### src/rtl/drct_pkg.sv
// ----------------------------------------------------------------------------
// Dirty row clock table package
// Shared constants, operation codes, sequencer states and the result record.
// ----------------------------------------------------------------------------
`default_nettype none

package drct_pkg;

   localparam int TABLE_ROWS_DEF = 1024;

   localparam int FUNC_W  = 3;
   localparam int ROW_W   = 10;
   localparam int CLOCK_W = 31;
   localparam int COUNT_W = 11;
   localparam int ENTRY_W = 32;

   localparam logic [ENTRY_W-1:0] CLOCK_INVALID = '1;
   localparam logic [COUNT_W-1:0] FRESH_MAX     = '1;

   localparam logic [FUNC_W-1:0] FN_INSERT     = 3'd0;
   localparam logic [FUNC_W-1:0] FN_TAKE       = 3'd1;
   localparam logic [FUNC_W-1:0] FN_NEXT_ORDER = 3'd2;
   localparam logic [FUNC_W-1:0] FN_START_UPTO = 3'd3;
   localparam logic [FUNC_W-1:0] FN_NEXT_UPTO  = 3'd4;

   typedef enum logic [2:0] {
      ST_CLEAR,
      ST_IDLE,
      ST_DISPATCH,
      ST_INS_CHK,
      ST_SCAN,
      ST_POST
   } state_type;

   typedef struct packed {
      logic               found;
      logic [ROW_W-1:0]   row;
      logic [COUNT_W-1:0] dirty;
      logic [COUNT_W-1:0] fresh;
   } res_type;

endpackage

`default_nettype wire

### src/rtl/drct_ctrl.sv
// ----------------------------------------------------------------------------
// Dirty row clock table sequencer
// Clears the table after reset, runs each operation and scans the table one
// entry per cycle through a shared entry test.
// ----------------------------------------------------------------------------
`default_nettype none

module drct_ctrl import drct_pkg::*; #(
   parameter int TABLE_ROWS = TABLE_ROWS_DEF
) (
   input  wire                            clock,
   input  wire                            reset,
   input  wire                            req_valid,
   output logic                           req_stall,
   input  wire [FUNC_W-1:0]               req_func,
   input  wire [ROW_W-1:0]                req_row_index_in,
   input  wire [CLOCK_W-1:0]              req_clock_value,
   output logic                           ram_wr_en,
   output logic [$clog2(TABLE_ROWS)-1:0]  ram_wr_addr,
   output logic [ENTRY_W-1:0]             ram_wr_data,
   output logic                           ram_rd_en,
   output logic [$clog2(TABLE_ROWS)-1:0]  ram_rd_addr,
   input  wire [ENTRY_W-1:0]              ram_rd_data,
   output logic                           res_valid,
   output res_type                        res,
   input  wire                            out_free
);

   localparam int IW = $clog2(TABLE_ROWS);
   localparam int CW = $clog2(TABLE_ROWS + 1);
   localparam logic [IW-1:0] LAST_ROW = IW'(TABLE_ROWS - 1);
   localparam logic [CW-1:0] AT_END   = CW'(TABLE_ROWS);

   state_type state_ff, state_in;
   logic [IW-1:0]      clr_idx_ff, clr_idx_in;
   logic [CW-1:0]      dirty_ff, dirty_in;
   logic [COUNT_W-1:0] fresh_ff, fresh_in;
   logic [CW-1:0]      cursor_ff, cursor_in;
   logic [CLOCK_W-1:0] limit_ff, limit_in;
   logic               iss_on_ff, iss_on_in;
   logic [IW-1:0]      iss_idx_ff, iss_idx_in;
   logic               chk_v_ff, chk_v_in;
   logic               chk_last_ff, chk_last_in;
   logic [IW-1:0]      chk_idx_ff, chk_idx_in;
   logic               wrap_ff, wrap_in;
   logic [FUNC_W-1:0]  op_ff, op_in;
   logic [ROW_W-1:0]   row_ff, row_in;
   logic [CLOCK_W-1:0] clk_ff, clk_in;
   logic               found_ff, found_in;
   logic [IW-1:0]      res_row_ff, res_row_in;

   logic          hit;
   logic          row_ok;
   logic [IW-1:0] iss_next;

   always_ff @(posedge clock) begin
      if (reset) begin
         state_ff   <= ST_CLEAR;
         clr_idx_ff <= '0;
         dirty_ff   <= '0;
         fresh_ff   <= '0;
         cursor_ff  <= '0;
         limit_ff   <= '0;
         iss_on_ff  <= 1'b0;
         chk_v_ff   <= 1'b0;
      end else begin
         state_ff   <= state_in;
         clr_idx_ff <= clr_idx_in;
         dirty_ff   <= dirty_in;
         fresh_ff   <= fresh_in;
         cursor_ff  <= cursor_in;
         limit_ff   <= limit_in;
         iss_on_ff  <= iss_on_in;
         chk_v_ff   <= chk_v_in;
      end
   end

   always_ff @(posedge clock) begin
      iss_idx_ff  <= iss_idx_in;
      chk_last_ff <= chk_last_in;
      chk_idx_ff  <= chk_idx_in;
      wrap_ff     <= wrap_in;
      op_ff       <= op_in;
      row_ff      <= row_in;
      clk_ff      <= clk_in;
      found_ff    <= found_in;
      res_row_ff  <= res_row_in;
   end

   // A row matches when it is dirty and, for the limited scan, its clock is
   // at or below the clear limit.
   assign hit = chk_v_ff && !ram_rd_data[ENTRY_W-1] &&
                (wrap_ff || (ram_rd_data[CLOCK_W-1:0] <= limit_ff));
   assign row_ok   = 32'(row_ff) < 32'(TABLE_ROWS);
   assign iss_next = (iss_idx_ff == LAST_ROW) ? '0 : iss_idx_ff + 1'b1;

   always_comb begin
      state_in    = state_ff;
      clr_idx_in  = clr_idx_ff;
      dirty_in    = dirty_ff;
      fresh_in    = fresh_ff;
      cursor_in   = cursor_ff;
      limit_in    = limit_ff;
      iss_on_in   = iss_on_ff;
      iss_idx_in  = iss_idx_ff;
      chk_v_in    = 1'b0;
      chk_last_in = chk_last_ff;
      chk_idx_in  = chk_idx_ff;
      wrap_in     = wrap_ff;
      op_in       = op_ff;
      row_in      = row_ff;
      clk_in      = clk_ff;
      found_in    = found_ff;
      res_row_in  = res_row_ff;
      req_stall   = 1'b1;
      ram_wr_en   = 1'b0;
      ram_wr_addr = clr_idx_ff;
      ram_wr_data = CLOCK_INVALID;
      ram_rd_en   = 1'b0;
      ram_rd_addr = iss_idx_ff;
      res_valid   = 1'b0;

      unique case (state_ff)
         ST_CLEAR: begin
            ram_wr_en  = 1'b1;
            clr_idx_in = clr_idx_ff + 1'b1;
            if (clr_idx_ff == LAST_ROW) begin
               state_in = ST_IDLE;
            end
         end
         ST_IDLE: begin
            req_stall = 1'b0;
            if (req_valid) begin
               op_in    = req_func;
               row_in   = req_row_index_in;
               clk_in   = req_clock_value;
               state_in = ST_DISPATCH;
            end
         end
         ST_DISPATCH: begin
            found_in   = 1'b0;
            res_row_in = '0;
            iss_on_in  = 1'b0;
            state_in   = ST_POST;
            unique case (op_ff)
               FN_INSERT: begin
                  if (row_ok) begin
                     ram_rd_en   = 1'b1;
                     ram_rd_addr = IW'(row_ff);
                     state_in    = ST_INS_CHK;
                  end
               end
               FN_NEXT_ORDER: begin
                  if (dirty_ff != '0 && cursor_ff != AT_END) begin
                     wrap_in    = 1'b1;
                     iss_on_in  = 1'b1;
                     iss_idx_in = IW'(cursor_ff);
                     state_in   = ST_SCAN;
                  end
               end
               FN_START_UPTO: begin
                  cursor_in = '0;
                  limit_in  = clk_ff;
                  if (dirty_ff != '0) begin
                     wrap_in    = 1'b0;
                     iss_on_in  = 1'b1;
                     iss_idx_in = '0;
                     state_in   = ST_SCAN;
                  end
               end
               FN_NEXT_UPTO: begin
                  if (dirty_ff != '0) begin
                     if (cursor_ff == AT_END) begin
                        cursor_in = AT_END;
                     end else begin
                        wrap_in    = 1'b0;
                        iss_on_in  = 1'b1;
                        iss_idx_in = IW'(cursor_ff);
                        state_in   = ST_SCAN;
                     end
                  end
               end
               default: begin
                  state_in = ST_POST;
               end
            endcase
         end
         ST_INS_CHK: begin
            if (ram_rd_data[ENTRY_W-1]) begin
               dirty_in = dirty_ff + 1'b1;
               if (fresh_ff != FRESH_MAX) begin
                  fresh_in = fresh_ff + 1'b1;
               end
            end
            ram_wr_en   = 1'b1;
            ram_wr_addr = IW'(row_ff);
            ram_wr_data = {1'b0, clk_ff};
            state_in    = ST_POST;
         end
         ST_SCAN: begin
            if (hit) begin
               ram_wr_en   = 1'b1;
               ram_wr_addr = chk_idx_ff;
               ram_wr_data = CLOCK_INVALID;
               if (dirty_ff != '0) begin
                  dirty_in = dirty_ff - 1'b1;
               end
               cursor_in  = CW'(chk_idx_ff);
               found_in   = 1'b1;
               res_row_in = chk_idx_ff;
               iss_on_in  = 1'b0;
               state_in   = ST_POST;
            end else if (chk_v_ff && chk_last_ff) begin
               cursor_in = AT_END;
               iss_on_in = 1'b0;
               state_in  = ST_POST;
            end else if (iss_on_ff) begin
               ram_rd_en   = 1'b1;
               ram_rd_addr = iss_idx_ff;
               chk_v_in    = 1'b1;
               chk_idx_in  = iss_idx_ff;
               chk_last_in = !wrap_ff && (iss_idx_ff == LAST_ROW);
               iss_on_in   = wrap_ff || (iss_idx_ff != LAST_ROW);
               iss_idx_in  = iss_next;
            end
         end
         ST_POST: begin
            res_valid = 1'b1;
            if (out_free) begin
               if (op_ff == FN_TAKE) begin
                  fresh_in = '0;
               end
               state_in = ST_IDLE;
            end
         end
         default: begin
            state_in = ST_IDLE;
         end
      endcase
   end

   assign res.found = found_ff;
   assign res.row   = ROW_W'(res_row_ff);
   assign res.dirty = COUNT_W'(dirty_ff);
   assign res.fresh = fresh_ff;

endmodule

`default_nettype wire

### config.mk
export PLATFORM = sky130hd
export DESIGN_NAME = drct_ctrl
export DESIGN_NICKNAME = d
export VERILOG_FILES = /design/src/rtl/drct_pkg.sv /design/src/rtl/drct_ctrl.sv
export SDC_FILE = /design/constraint.sdc
export NUM_CORES = 1
export LEC_CHECK = 0
export BUFFER_PORTS_ARGS = -buffer_cell sky130_fd_sc_hd__buf_2
export CAP_MARGIN = 40
export CORE_ASPECT_RATIO = 1.25
export CORE_UTILIZATION = 40
export DETAILED_ROUTE_END_ITERATION = 16
export GPL_TIMING_DRIVEN = 1
export PLACE_DENSITY = 0.73
export SLEW_MARGIN = 0
export SYNTH_ARGS = -nofsm -noshare
export SYNTH_HDL_FRONTEND = slang
export SYNTH_SLANG_ARGS = --single-unit
### constraint.sdc
create_clock -name clock -period 7.8 [get_ports clock]
set_clock_uncertainty 0.1 [all_clocks]
set_input_delay 0.78 -clock clock [delete_from_list [all_inputs] [get_ports clock]]
set_output_delay 0.78 -clock clock [all_outputs]
set_load 0.02 [all_outputs]
; After elaboration in Yosys (flattened, before gate mapping)
; Cells that the tools add are included.
[op_classes]
add_sub_neg = 5
order_cmp = 1
eq_ne = 38
n_mux = 68
bitwise_logic = 3
reduce_logical = 28
[ops]
columns = op, n
row1 = two-way mux 11 bit, 11
row2 = two-way mux 10 bit, 12
row3 = case mux 11 bit (2 select lines), 4
row4 = case mux 10 bit (2 select lines), 3
row5 = two-way mux 32 bit, 1
row6 = less-or-equal comparator 31 bit, 1
row7 = "inequality test 2 bit, second input constant", 15
row8 = case mux 10 bit (3 select lines), 1
row9 = two-way mux 1 bit, 23
row10 = "adder 11 x 1 -> 11 bit, second input constant", 2
row11 = "inequality test 11 bit, second input constant", 2
row12 = "adder 10 x 1 -> 10 bit, second input constant", 2
row13 = "== test 10 bit, second input constant", 2
row14 = "inequality test 3 bit, second input constant", 6
row15 = case mux 3 bit (6 select lines), 1
row16 = two-way mux 3 bit, 5
row17 = "== test 3 x 2 -> 1 bit, second input constant", 4
row18 = case mux 3 bit (4 select lines), 1
row19 = AND reduction 4 bit, 3
row20 = "== test 11 bit, second input constant", 1
row21 = nonzero test 11 bit, 1
row22 = "subtractor 11 x 1 -> 11 bit, second input constant", 1
row23 = "inequality test 10 bit, second input constant", 1
row24 = AND reduction 5 bit, 2
row25 = other kinds (17), 38
[word_totals]
register_bits = 156

; Depth between registers and ports, before layout
[depth]
ltp_word = 6
mapped_depth = 13
depth_no_buf = 11

; Worst setup path after synthesis
; OpenSTA, ideal clock, no wires.
[synth_path]
path_type = input -> output
from = input ram_rd_data[30]
to = output ram_wr_addr[8]
t_arrival_ns = 3.226
required_time_ns = 6.920
setup_slack_ns = 3.694
path_stages = 8
n_path_buf = 1
path_cell_list = ha_1 > nand4_2 > or4_4 > nand2b_4 > a311oi_4 > nor3_4 > buf_4 > a221oi_1
[synth_via]
elab_chain_len = 5
[synth_rtl]
columns = element, line_no
row1 = start: declaration, drct_ctrl.sv:23  ; input wire [ENTRY_W-1:0] ram_rd_data,
row2 = less-or-equal comparator 31 bit, drct_ctrl.sv:93  ; (wrap_ff || (ram_rd_data[CLOCK_W-1:0] <= limit_ff));
row3 = logical OR 1 bit, drct_ctrl.sv:93
row4 = logical AND 1 bit, drct_ctrl.sv:92  ; assign hit = chk_v_ff && !ram_rd_data[ENTRY_W-1] &&
row5 = two-way mux 10 bit, drct_ctrl.sv:201  ; if (hit) begin
row6 = case mux 10 bit (2 select lines), drct_ctrl.sv:123  ; unique case (state_ff)
row7 = end: declaration, drct_ctrl.sv:19  ; output logic [$clog2(TABLE_ROWS)-1:0] ram_wr_addr,
; Every way passes these cells.

; Worst setup path in the final report
[layout_path]
from = input ram_rd_data[14]
to = output ram_wr_addr[8]
; The elaborated chain is that of the path after synthesis.

==> results list <==
- The run finished with clean final reports.
- For this configuration, the core starts out at a cell density of about two fifths.
- Of the total power, combinational logic draws 3.2%.
- The clock tree synthesis step divided the H-tree into 4 levels.
- Critical register-to-register path startpoint: state_ff[2]$_SDFFE_PP0P_
* Ratio of cells with drive above 1 in the final layout: 26.1%
- Fin area: 9380 um^2
* Pins Over Slew Limit: 0
- Width of the die: 126 um
* Placer congestion estimate: 0.825
- Maximum buffer depth of the clock tree: 2
* Slowest library cell on the worst path: sky130_fd_sc_hd__nor3_4
- Number of sinks on the clock net: 156
- Synthesized net count: 878
- Final routed wirelength across all metal layers: 18300 um
- Crit Path Category: in -> out
- Required time at the endpoint of the critical path: 6.92 ns
- For this run, asynchronously set or reset flops after synthesis account for 0%.
- Area taken by flip-flops and latches: approximately 4000 um^2
- Number of register bits inferred by synthesis: 156
* Final Worst Setup Slack: 3.20 ns
- Number of buffers added by the clock tree synthesis step: 17
- Buffers inserted to repair hold after CTS numbered 0.
- The repair_antennas step left the layout with diodes totalling 0.
* Die Outline Area: 19700 um^2
- In this run the static leakage power is ~3.7 nW.
- Clk pin slew, worst setup/hold paths: 0.06 ns
- Across the VDD grid, the largest voltage drop is 0.140 mV.
- For the worst setup path, the data arrival time is 3.72 ns.
- The synthesized design contains 77 enable-type register cells.
- The worst hold path begins at limit_ff[6]$_SDFFE_PP0P_.
* Via count of the first global-routing pass: 5746
- For the pin with the worst max-slew slack, the measured transition is 0.961 ns.
* Multi-input gate area: around 3500 um^2
- The worst setup path is captured at a primary output.
- Sequential elements use 50.8% of the synthesized area.
- The initial antenna violation count is 0.
- Vias per cell: between 5 and 6
- Core region area: approximately 19000 um^2
* Placement-stage cell area: 8780 um^2
- Pin placement for this block handled 169 I/O pins.
- The count of buffers added on input and output ports is 168.
- At the later pin of the worst-skew pair, clock insertion delay measures 0.42 ns.
- The detailed router finished its first iteration with 395 violations.
- Walking the worst path, the cells encountered are buf_2, ha_1, nand4_1, nor4_1, nor4_1, o32a_2, nor3_4, nor2_2, a221oi_1, buf_2.
* Synthesized area: 7660 um^2
* Count of cell types in the netlist: 63
- The internal portion of the total power is 0.00139 W.
- Crit-path leading delay family: simple AND/OR/NAND/NOR gates
* Launching element of the worst setup path: ram_rd_data[14]
- CTS tree: yes
* Worst stage delay on the critical path: 0.64 ns
- Max-cap violations in this run came to 0.
- Total negative slack for setup checks: 0 ns
- Switching power of the nets: around 0.00036 W
- Fill cells in the final layout number 1752.
* Floorplan row count: 56
- Net switching is 20.5% of the power.
* Setup-violating endpoint count in the final report: 0
- In this run the worst path has a maximum fanout of 18.
- Global routing finished with a remaining overflow of 0.
- The share of total power dissipated in sequential elements is 49.2%.
* Final Hold Fails: 0
- After legalization and detailed placement, the total HPWL measured 13500 um.
- A synthesized cell averages 10.2 um^2.
- Worst rel slew slack: 35.3%
- Global routing used 18.8% of the available tracks across all layers.
* Count of buffer and inverter cells on the critical path: 2
- For this block, the via count after detailed routing is between 6000 and 7000.
- At the end of the flow, the number of nets in the layout was 1045.
- Clock period minus final worst setup slack: ~4.6 ns
* Layout Area Growth over Synthesis: 22.5%
* HP Class: reg -> reg
* Number of nets still failing antenna checks after routing: 0
- The floorplan step set the die height to 157 um.
* Power density relative to cell area: 186 nW/um^2
* Primary flip-flop cell chosen by synthesis mapping: sky130_fd_sc_hd__dfxtp_1
* Number of setup buffers added after CTS: 0
* Instance count of the mapped netlist: 754
- Setup repair after global routing left no endpoint under its margin.
* Routed WL per cell: about 16 um
- Startpoint kind of the worst setup timing path: input port
- Largest net degree at the start of global routing: 73
- Total of cells resized after clock tree synthesis: 0
* Yosys warns: 0
* Power share of the clock group: 47.6%
- The worst path uses roughly three fifths of the clock period.
- The pre-antenna-repair detailed-routing pass consisted of 5 iterations.
- DRC violation count after routing: 0
- Hold is met by 0.352 ns.
* Achievable clock frequency: 0.218 GHz
* Global-route wire length before repair: 29000 um
* Final core utilization: 50.0%
* Worst slack at placement: 3.23 ns
* Clock root buffer: sky130_fd_sc_hd__clkbuf_16
## flip-flops by register name, indices dropped and copies added (netlist names), 3 cells and up
signal and cells:
cursor_ff 11, op_ff 3, res_row_ff 10, chk_idx_ff 10
row_ff 10, state_ff 3, clk_ff 31, fresh_ff 11
dirty_ff 11, iss_idx_ff 10, limit_ff 31, clr_idx_ff 10
## stage by stage
step / power, W / instances
6_report: 0.00175 / 1166
4_1_cts: 0.00176 / 1166
2_1_floorplan: 0.000904 / 754
3_3_place_gp: 0.000932 / 1129
5_1_grt: 0.00180 / 1166
3_5_place_dp: 0.000933 / 1134
## power by group through the flow
stage / sequential [W] / combinational (W) / clock, W
final: 0.000858 / 0.0000567 / 0.000831
after global placement: 0.000876 / 0.0000557 / 0
after detailed placement: 0.000876 / 0.0000570 / 0
after floorplan: 0.000876 / 0.0000284 / 0
after CTS: 0.000858 / 0.0000572 / 0.000847
after global routing: 0.000858 / 0.0000640 / 0.000879
## cell usage after synthesis (6+ instances only)
cell	n	area share [%]
sky130_fd_sc_hd__or3_1	7	0.57
sky130_fd_sc_hd__nor4_1	8	0.65
sky130_fd_sc_hd__buf_1	6	0.29
sky130_fd_sc_hd__and3_1	8	0.65
sky130_fd_sc_hd__ha_1	43	7.0
sky130_fd_sc_hd__xor2_1	19	2.2
sky130_fd_sc_hd__inv_1	45	2.2
sky130_fd_sc_hd__a22o_1	19	2.2
sky130_fd_sc_hd__nand3_1	16	1.0
sky130_fd_sc_hd__mux2_4	9	1.8
sky130_fd_sc_hd__nand4_1	10	0.82
sky130_fd_sc_hd__nor2b_1	14	1.1
sky130_fd_sc_hd__nand2_1	102	5.0
sky130_fd_sc_hd__dfxtp_1	79	21
sky130_fd_sc_hd__a21o_1	16	1.6
sky130_fd_sc_hd__a21oi_1	57	3.7
sky130_fd_sc_hd__clkbuf_1	17	0.83
sky130_fd_sc_hd__mux2_2	10	1.5
sky130_fd_sc_hd__nand2b_1	37	3.0
sky130_fd_sc_hd__xnor2_1	9	1.0
sky130_fd_sc_hd__edfxtp_1	77	30
sky130_fd_sc_hd__o21ai_0	25	1.6
sky130_fd_sc_hd__and2_1	12	0.98
sky130_fd_sc_hd__nor3_1	6	0.39
sky130_fd_sc_hd__nor2_1	52	2.5
## metal layers
layer | part of all wire (%) | up-vias | track usage [%]
met5 | 0 | - | 0
met4 | 3.0 | 0 | 8.89
met3 | 5.0 | 35 | 3.76
met2 | 48 | 180 | 31.1
met1 | 44 | 2822 | 23.7
li1 | - | 2988 | -
## cells by family (layout without fill, tap and decap cells)
group | count (synthesis) | count (layout) | synth area share, %
adders and majority gates | 44 | 44 | 7.29
DFF | 156 | 156 | 50.8
xor gates and xnor gates | 28 | 28 | 3.20
muxes | 23 | 23 | 3.76
and+or+nand+nor | 288 | 288 | 18.9
buffers and inverters | 72 | 252 | 3.74
AOI/OAI and AO/OA | 143 | 143 | 12.3
## layout by cell type (no fill, tap or decap), drive strengths merged, types with 24 or more instances in the layout
master	instances
buf	175
nand2	102
dfxtp	79
edfxtp	77
a21oi	59
nor2	53
inv	47
ha	43
nand2b	38
o21ai	26
clkbuf	24
## worst min-delay path, cell delays in order (launching register included)
cell and delay, ns:
sky130_fd_sc_hd__dfxtp_1 0.31, sky130_fd_sc_hd__nand2_1 0.05, sky130_fd_sc_hd__a21oi_1 0.05
## final cells by class
cell class,count,area share (%)
flip-flops and latches,156,41.5
repair buffers,175,10.1
clock inverters,8,0.814
inverters,45,1.80
well taps,232,3.09
multi-input cells,526,37.1
clock buffers,24,5.59
## path summary, 6_finish.rpt
kind	endpoint	slack [ns]	cells past startpoint
worst max-delay path	ram_wr_addr[8]	3.20	10
worst min-delay path	limit_ff[6]$_SDFFE_PP0P_	0.35	2
worst max register to register	dirty_ff[7]$_SDFFE_PP0P_	3.89	11
worst min register to register	limit_ff[6]$_SDFFE_PP0P_	0.35	2
No activity file was read; power rests on OpenSTA's default activity.
